File: config.mk
export PLATFORM = sky130hd
export DESIGN_NAME = decimal_string_to_signed_int
export DESIGN_NICKNAME = d
export VERILOG_FILES = /design/src/sv/dsi_pkg.sv /design/src/sv/dsi_front.sv /design/src/sv/dsi_queue.sv /design/src/sv/dsi_back.sv /design/src/sv/dsi_finish.sv /design/src/sv/decimal_string_to_signed_int.sv
export SDC_FILE = /design/constraint.sdc
export NUM_CORES = 1
export LEC_CHECK = 0
export BUFFER_PORTS_ARGS = -buffer_cell sky130_fd_sc_hd__buf_2
export CAP_MARGIN = 40
export CELL_PAD_IN_SITES_DETAIL_PLACEMENT = 0
export CELL_PAD_IN_SITES_GLOBAL_PLACEMENT = 1
export CORE_ASPECT_RATIO = 1.25
export CORE_MARGIN = 5
export CORE_UTILIZATION = 49
export CTS_CLUSTER_SIZE = 14
export DETAILED_ROUTE_END_ITERATION = 8
export PLACE_DENSITY = 0.83
export SLEW_MARGIN = 15
export SYNTH_ARGS = -nofsm -noshare
export SYNTH_HDL_FRONTEND = slang
export SYNTH_SLANG_ARGS = --single-unit
File: constraint.sdc
create_clock -name clk -period 8.1 [get_ports clk]
set_input_delay 1.62 -clock clk [delete_from_list [all_inputs] [get_ports clk]]
set_output_delay 1.62 -clock clk [all_outputs]
set_load 0.03 [all_outputs]
File: src/sv/dsi_pkg.sv
package dsi_pkg;

  localparam int unsigned DEC_BASE = 10;
  localparam int unsigned ACC_W    = 64;

  localparam logic [7:0] CH_ZERO  = 8'h30;
  localparam logic [7:0] CH_NINE  = 8'h39;
  localparam logic [7:0] CH_PLUS  = 8'h2B;
  localparam logic [7:0] CH_MINUS = 8'h2D;

  // accumulator bound: INT64_MIN / 10, and the largest digit allowed at it
  localparam logic signed [ACC_W-1:0] ACC_LIM   = -64'sd922337203685477580;
  localparam logic [3:0]              DIGIT_LIM = 4'd8;
  localparam logic signed [ACC_W-1:0] ACC_MIN   = {1'b1, {(ACC_W-1){1'b0}}};

  localparam int unsigned Q_DEPTH = 4;
  localparam int unsigned Q_AW    = $clog2(Q_DEPTH);

  localparam logic [1:0] WM_8  = 2'd0;
  localparam logic [1:0] WM_16 = 2'd1;
  localparam logic [1:0] WM_32 = 2'd2;
  localparam logic [1:0] WM_64 = 2'd3;

  typedef enum logic [1:0] {
    P_START  = 2'd0,
    P_SIGN   = 2'd1,
    P_DIGITS = 2'd2
  } phase_t;

  typedef enum logic [1:0] {
    TOK_NONE  = 2'd0,
    TOK_DIGIT = 2'd1,
    TOK_FAULT = 2'd2
  } tok_kind_t;

  typedef struct packed {
    logic [7:0] char_code;
    logic       has_char;
    logic       is_last;
  } in_t;

  typedef struct packed {
    logic signed [63:0] value;
    logic               status;
  } out_t;

  typedef struct packed {
    tok_kind_t  kind;
    logic [3:0] digit;
    logic       last;
    logic       neg;
    logic       digits_ok;
  } tok_t;

  typedef struct packed {
    logic signed [ACC_W-1:0] acc;
    logic                    neg;
    logic                    bad;
  } fin_t;

endpackage

File: src/sv/dsi_front.sv
module dsi_front (
  input  logic          clk,
  input  logic          rst,
  input  logic          in_valid,
  output logic          in_stall,
  input  dsi_pkg::in_t  in_data,
  output logic          push,
  output dsi_pkg::tok_t push_tok,
  input  logic          q_full
);
  import dsi_pkg::*;

  phase_t phase, phase_next;
  logic   neg, neg_next;
  logic   take;
  logic   is_digit, is_sign;
  logic [7:0] diff;

  assign in_stall = q_full;
  assign take     = in_valid && !in_stall;
  assign diff     = in_data.char_code - CH_ZERO;

  always_comb begin
    is_digit   = in_data.char_code inside {[CH_ZERO:CH_NINE]};
    is_sign    = (in_data.char_code == CH_PLUS) || (in_data.char_code == CH_MINUS);
    phase_next = phase;
    neg_next   = neg;
    push_tok.kind = TOK_NONE;
    if (in_data.has_char) begin
      if (phase == P_START && is_sign) begin
        neg_next   = (in_data.char_code == CH_MINUS);
        phase_next = P_SIGN;
      end else if (!is_digit) begin
        push_tok.kind = TOK_FAULT;
      end else begin
        push_tok.kind = TOK_DIGIT;
        phase_next    = P_DIGITS;
      end
    end
    push_tok.digit     = diff[3:0];
    push_tok.last      = in_data.is_last;
    push_tok.neg       = neg_next;
    push_tok.digits_ok = (phase_next == P_DIGITS);
  end

  // a beat with no byte that does not end the string leaves no trace
  assign push = take && (in_data.has_char || in_data.is_last);

  always_ff @(posedge clk) begin
    if (rst) begin
      phase <= P_START;
      neg   <= 1'b0;
    end else if (take) begin
      if (in_data.is_last) begin
        phase <= P_START;
        neg   <= 1'b0;
      end else begin
        phase <= phase_next;
        neg   <= neg_next;
      end
    end
  end

endmodule

File: src/sv/dsi_queue.sv
module dsi_queue (
  input  logic          clk,
  input  logic          rst,
  input  logic          push,
  input  dsi_pkg::tok_t push_tok,
  output logic          full,
  input  logic          pop,
  output logic          head_valid,
  output dsi_pkg::tok_t head_tok
);
  import dsi_pkg::*;

  tok_t          mem [Q_DEPTH];
  logic [Q_AW-1:0] wr_ptr, rd_ptr;
  logic [Q_AW:0]   count;

  assign full       = (count == (Q_AW+1)'(Q_DEPTH));
  assign head_valid = (count != '0);
  assign head_tok   = mem[rd_ptr];

  always_ff @(posedge clk) begin
    if (push) begin
      mem[wr_ptr] <= push_tok;
    end
  end

  always_ff @(posedge clk) begin
    if (rst) begin
      wr_ptr <= '0;
      rd_ptr <= '0;
      count  <= '0;
    end else begin
      if (push) wr_ptr <= wr_ptr + 1'b1;
      if (pop)  rd_ptr <= rd_ptr + 1'b1;
      case ({push, pop})
        2'b10:   count <= count + 1'b1;
        2'b01:   count <= count - 1'b1;
        default: count <= count;
      endcase
    end
  end

endmodule

File: src/sv/dsi_back.sv
module dsi_back (
  input  logic          clk,
  input  logic          rst,
  input  logic          head_valid,
  input  dsi_pkg::tok_t head_tok,
  output logic          pop,
  output logic          fin_valid,
  output dsi_pkg::fin_t fin_data,
  input  logic          fin_take
);
  import dsi_pkg::*;

  logic signed [ACC_W-1:0] acc, acc_next, acc_x10;
  logic                    failed, failed_next;
  logic                    ovf, fin_ready;

  assign fin_ready = !fin_valid || fin_take;
  assign pop       = head_valid && (!head_tok.last || fin_ready);

  // acc * 10 - d, acc kept non-positive so INT64_MIN fits
  assign acc_x10 = (acc <<< 3) + (acc <<< 1);
  assign ovf     = (acc < ACC_LIM) || ((acc == ACC_LIM) && (head_tok.digit > DIGIT_LIM));

  always_comb begin
    acc_next    = acc;
    failed_next = failed;
    case (head_tok.kind)
      TOK_DIGIT: begin
        if (!failed) begin
          if (ovf) begin
            failed_next = 1'b1;
          end else begin
            acc_next = acc_x10 - $signed({{(ACC_W-4){1'b0}}, head_tok.digit});
          end
        end
      end
      TOK_FAULT: failed_next = 1'b1;
      default:   ;
    endcase
  end

  always_ff @(posedge clk) begin
    if (rst) begin
      acc       <= '0;
      failed    <= 1'b0;
      fin_valid <= 1'b0;
    end else begin
      if (pop && head_tok.last) begin
        fin_valid <= 1'b1;
      end else if (fin_take) begin
        fin_valid <= 1'b0;
      end
      if (pop) begin
        if (head_tok.last) begin
          acc    <= '0;
          failed <= 1'b0;
        end else begin
          acc    <= acc_next;
          failed <= failed_next;
        end
      end
    end
  end

  always_ff @(posedge clk) begin
    if (pop && head_tok.last) begin
      fin_data.acc <= acc_next;
      fin_data.neg <= head_tok.neg;
      fin_data.bad <= failed_next || !head_tok.digits_ok;
    end
  end

endmodule

File: src/sv/dsi_finish.sv
module dsi_finish (
  input  logic          clk,
  input  logic          rst,
  input  logic [1:0]    width_mode,
  input  logic          fin_valid,
  input  dsi_pkg::fin_t fin_data,
  output logic          fin_take,
  output logic          out_valid,
  input  logic          out_stall,
  output dsi_pkg::out_t out_data
);
  import dsi_pkg::*;

  logic signed [63:0] v;
  logic               bad, in_range;

  assign fin_take = fin_valid && (!out_valid || !out_stall);

  always_comb begin
    v   = fin_data.neg ? fin_data.acc : -fin_data.acc;
    bad = fin_data.bad || (!fin_data.neg && fin_data.acc == ACC_MIN);
    case (width_mode)
      WM_8:    in_range = ({{56{v[7]}},  v[7:0]}  == v);
      WM_16:   in_range = ({{48{v[15]}}, v[15:0]} == v);
      WM_32:   in_range = ({{32{v[31]}}, v[31:0]} == v);
      default: in_range = 1'b1;
    endcase
    bad = bad || !in_range;
  end

  always_ff @(posedge clk) begin
    if (rst) begin
      out_valid <= 1'b0;
    end else if (fin_take) begin
      out_valid <= 1'b1;
    end else if (!out_stall) begin
      out_valid <= 1'b0;
    end
  end

  always_ff @(posedge clk) begin
    if (fin_take) begin
      out_data.value  <= bad ? 64'sd0 : v;
      out_data.status <= bad;
    end
  end

endmodule

File: src/sv/decimal_string_to_signed_int.sv
// channel   dir  handshake          payload
// in        in   in_valid/in_stall  in_data    (char_code, has_char, is_last)
// out       out  out_valid/out_stall out_data  (value, status)
// cfg       in   cfg_valid/cfg_ready cfg_data  (width_mode)
//
// One byte per cycle while the token queue has room; the back end's
// multiply-by-ten step handles one queued token per cycle, but an ending
// token waits while a result is held. It passes queue, back end and
// output registers. Synchronous reset clears phase, accumulator, queue
// and output valid; width_mode resets to 64 bits. A 4-deep token queue
// lets the front keep taking bytes while the output is stalled.
module decimal_string_to_signed_int (
  input  logic          clk,
  input  logic          rst,
  input  logic          in_valid,
  output logic          in_stall,
  input  dsi_pkg::in_t  in_data,
  output logic          out_valid,
  input  logic          out_stall,
  output dsi_pkg::out_t out_data,
  input  logic          cfg_valid,
  output logic          cfg_ready,
  input  logic [1:0]    cfg_data
);
  import dsi_pkg::*;

  logic [1:0] width_mode;
  logic       push, q_full, pop, head_valid;
  tok_t       push_tok, head_tok;
  logic       fin_valid, fin_take;
  fin_t       fin_data;

  assign cfg_ready = 1'b1;

  always_ff @(posedge clk) begin
    if (rst) begin
      width_mode <= WM_64;
    end else if (cfg_valid && cfg_ready) begin
      width_mode <= cfg_data;
    end
  end

  dsi_front u_front (
    .clk, .rst, .in_valid, .in_stall, .in_data,
    .push, .push_tok, .q_full
  );

  dsi_queue u_queue (
    .clk, .rst, .push, .push_tok, .full(q_full),
    .pop, .head_valid, .head_tok
  );

  dsi_back u_back (
    .clk, .rst, .head_valid, .head_tok, .pop,
    .fin_valid, .fin_data, .fin_take
  );

  dsi_finish u_finish (
    .clk, .rst, .width_mode, .fin_valid, .fin_data, .fin_take,
    .out_valid, .out_stall, .out_data
  );

endmodule

==> impl_metrics.json <==
{
  "outcome": "completed",
  "worstPathRequired_ps": 8380,
  "grt_start_max_net_pins": 69,
  "tightest_slew_ps": 906,
  "synth_ff_type": "edfxtp_1",
  "hpwl_mm": 37.0,
  "globalplace.congestion": 0.924,
  "avgSynthCellArea_um2": 8.85,
  "clock_sink_count": 248,
  "die_x_um": 180,
  "dp.cells": 2477,
  "cts-root-buf": "clkbuf_16",
  "postCtsSetupBuffers": 0,
  "crit-reg2reg-capture": "u_back.fin_data[63]$_DFFE_PP_",
  "skew_ps": 14.9,
  "report.final.hold_viol_count": 0,
  "ys_warn_count": 0,
  "worstHoldPathType": "register to register",
  "die_area_um2": 40100,
  "drive_gt1_share_pct": 10.4,
  "drc": 0,
  "via_per_inst": 5.88,
  "area_growth_pct": 9.69,
  "worstHoldPathCells": 2,
  "h-tree-depth": 1,
  "core_um2": 35600,
  "syn-num-nets": 2153,
  "crit_type": "register to register",
  "min_to": "u_back.acc[31]$_SDFFE_PP0P_",
  "grtUsageTotal_pct": 23.0,
  "cap_violations": 0,
  "io_pins": 85,
  "layout_common_cells": "inv_1, nor2_1, edfxtp_1",
  "layout_commonest_cell": "inv_1",
  "grt_pass1_wl_mm": 76.5,
  "cp_num_buf_inv": 1,
  "setup_tns_ps": 0,
  "synth_top_area_share_pct": 28.3,
  "globalRouteOverflowTotal": 0,
  "fill_cells": 3219,
  "worstHoldStart": "u_back.acc[31]$_SDFFE_PP0P_",
  "die_h_um": 223,
  "hold_buffers": 0,
  "path_cells": "mux4_2, inv_1, fa_1, ha_1, nor2b_1, o21ai_0, a21oi_1, o31a_1, o211ai_1, and2_1, o211ai_1, a31oi_1, o21ai_0, xor2_1, mux2_2",
  "critPathMaxStageDelay_ps": 670,
  "period_share_pct": 61.6,
  "cp-start-kind": "register",
  "avgRoutedWirePerCell_um": 18.9,
  "critPathMaxFanout": 9,
  "synthTopCellsByArea": "edfxtp_1, ha_1, dfxtp_1, inv_1, nor2_1",
  "post_synth_fa_ha_maj_area_fraction_pct": 9.59,
  "async_reset_ff_share_pct": 0,
  "end_kind": "register",
  "synthMuxAreaShare_pct": 3.11,
  "nNetsFinal": 2182,
  "slew_violations": 0,
  "synth_top_family_by_area": "simple AND/OR/NAND/NOR gates",
  "clockBufferDepth": 3,
  "synth_largest_area_cell": "edfxtp_1",
  "crit_family": "compound AO/OA/AOI/OAI gates",
  "post_cts_resized": 0,
  "synthXorXnorAreaFrac_pct": 6.33,
  "synth_cells": 2002,
  "start_util_pct": 49.8,
  "ys_ff_latch": 248,
  "period_needed_ps": 4990,
  "finalSetupViolations": 0,
  "worst-r2r-setup-slack_ps": 3110,
  "synth_area_um2": 17700,
  "clk_pin_slew_worst_paths_ps": 60,
  "io_buffers": 83,
  "synth-compound-area-share_pct": 17.6,
  "drt_wl_total_mm": 47.6,
  "synth-simple-area-share_pct": 18.7,
  "critPathArrivalTime_ps": 5280,
  "cts_buffers": 26,
  "antenna_found_initial": 1,
  "fmax_mhz": 200,
  "maxSlewHeadroom_pct": 39.3,
  "cp_slowest_cell": "dfxtp_1",
  "rsz0062_at_grt": "false",
  "seq_area_frac_synth_pct": 37.5,
  "antennaDiodeCount": 0,
  "firstDrtPassIters": 8,
  "grt_pass1_vias": 14200,
  "clkLatencyLatePin_ps": 540,
  "synth_edf_count": 167,
  "fin_cells": 2525,
  "postLayoutCoreUtil_pct": 54.7,
  "antenna_left": 0,
  "drt-initial-drc-count": 1079,
  "num_rows": 77,
  "synth.distinct_cells": 80,
  "vias": 14800,
  "ff2ff_path_depth": 15,
  "cts_tree": "yes"
}
[layout make-up]
cell class              instances  area (um2)  area share [%]
clock buffers                  32         704            3.62
well taps                     474         593            3.05
clock inverters                16         199            1.02
multi-input cells            1420        9840            50.6
repair buffers                104         593            3.05
inverters                     231         867            4.46
flip-flops and latches        248        6640            34.1
[Yosys cell counts (7+ instances only)]
master      n
nor3b_1    11
a21boi_0    8
o211ai_1   10
mux2i_1     9
and4_1      7
and2_1     13
nand2_1   128
a31oi_1    33
clkbuf_1   85
a21o_1     38
o31ai_1    14
o21ai_0    93
a211oi_1    8
nand3_1    38
buf_2      11
o21a_1     11
nand4_1    37
mux4_2      9
mux2_2     23
nor2b_1    14
nor2_1    225
a22oi_1    44
or4_1       7
nor4_1     34
dfxtp_1    81
xor2_1     40
a21oi_1    90
a32oi_1     8
or3_1      15
and3_1     18
a41oi_1    14
nand2b_1   10
edfxtp_1  167
inv_1     230
xnor2_1    88
nor3_1     56
ha_1      131
a22o_1     18
o41ai_1     7
[sequential cells by signal, summed over array words and instances (netlist names), named ones only]
register / cells
u_back.fin_data: 66
u_finish.out_data: 65
u_back.acc: 64
u_queue.mem: 36
u_queue.count: 3
u_front.phase: 2
u_queue.rd_ptr: 2
u_queue.wr_ptr: 2
width_mode: 2
u_back.failed: 1
u_back.fin_valid: 1
u_finish.out_valid: 1
u_front.neg: 1
[routing by layer]
metal	vias up	routed length [um]	track usage (%)
met5	-	0	0
met4	0	1450	7.13
met3	86	2440	2.70
met2	460	22600	38.9
met1	7005	21100	31.2
li1	7285	-	-
[kinds of logic after synthesis]
logic type,after synthesis
buffers and inverters,334
DFF,248
AOI/OAI and AO/OA,460
other,1
adders and majority gates,134
and+or+nand+nor,656
xor gates and xnor gates,128
muxes,41
[through the flow]
stage	hold WS (ps)	area (um2)	setup WS (ps)
floorplan	455	17700	1150
global placement	468	18500	3150
detailed placement	479	18500	3080
CTS	493	19400	3060
global route	532	19400	2670
finish	496	19400	3110
[tightest hold or removal path, stage by stage (launching register included)]
cell and delay, ps:
dfxtp_1 330, nand2_1 60, a21oi_1 50
[how the worst max path moves through the flow]
| stage | depth (start not counted) | endpoint | start |
|---|---|---|---|
| after floorplan | 1 | u_finish.out_data[0]$_DFFE_PP_ | out_stall |
| after global placement | 11 | u_finish.out_data[0]$_DFFE_PP_ | u_back.fin_data[10]$_DFFE_PP_ |
| after detailed placement | 15 | u_back.fin_data[63]$_DFFE_PP_ | register |
| after CTS | 15 | u_back.fin_data[63]$_DFFE_PP_ | register |
| after global routing | 14 | u_finish.out_data[21]$_SDFFCE_PP0P_ | u_back.fin_data[2]$_DFFE_PP_ |
| final | 15 | u_back.fin_data[63]$_DFFE_PP_ | register |
Power is not shown: default switching activity piles up to over one toggle a cycle in this logic, so the estimate is an artifact.
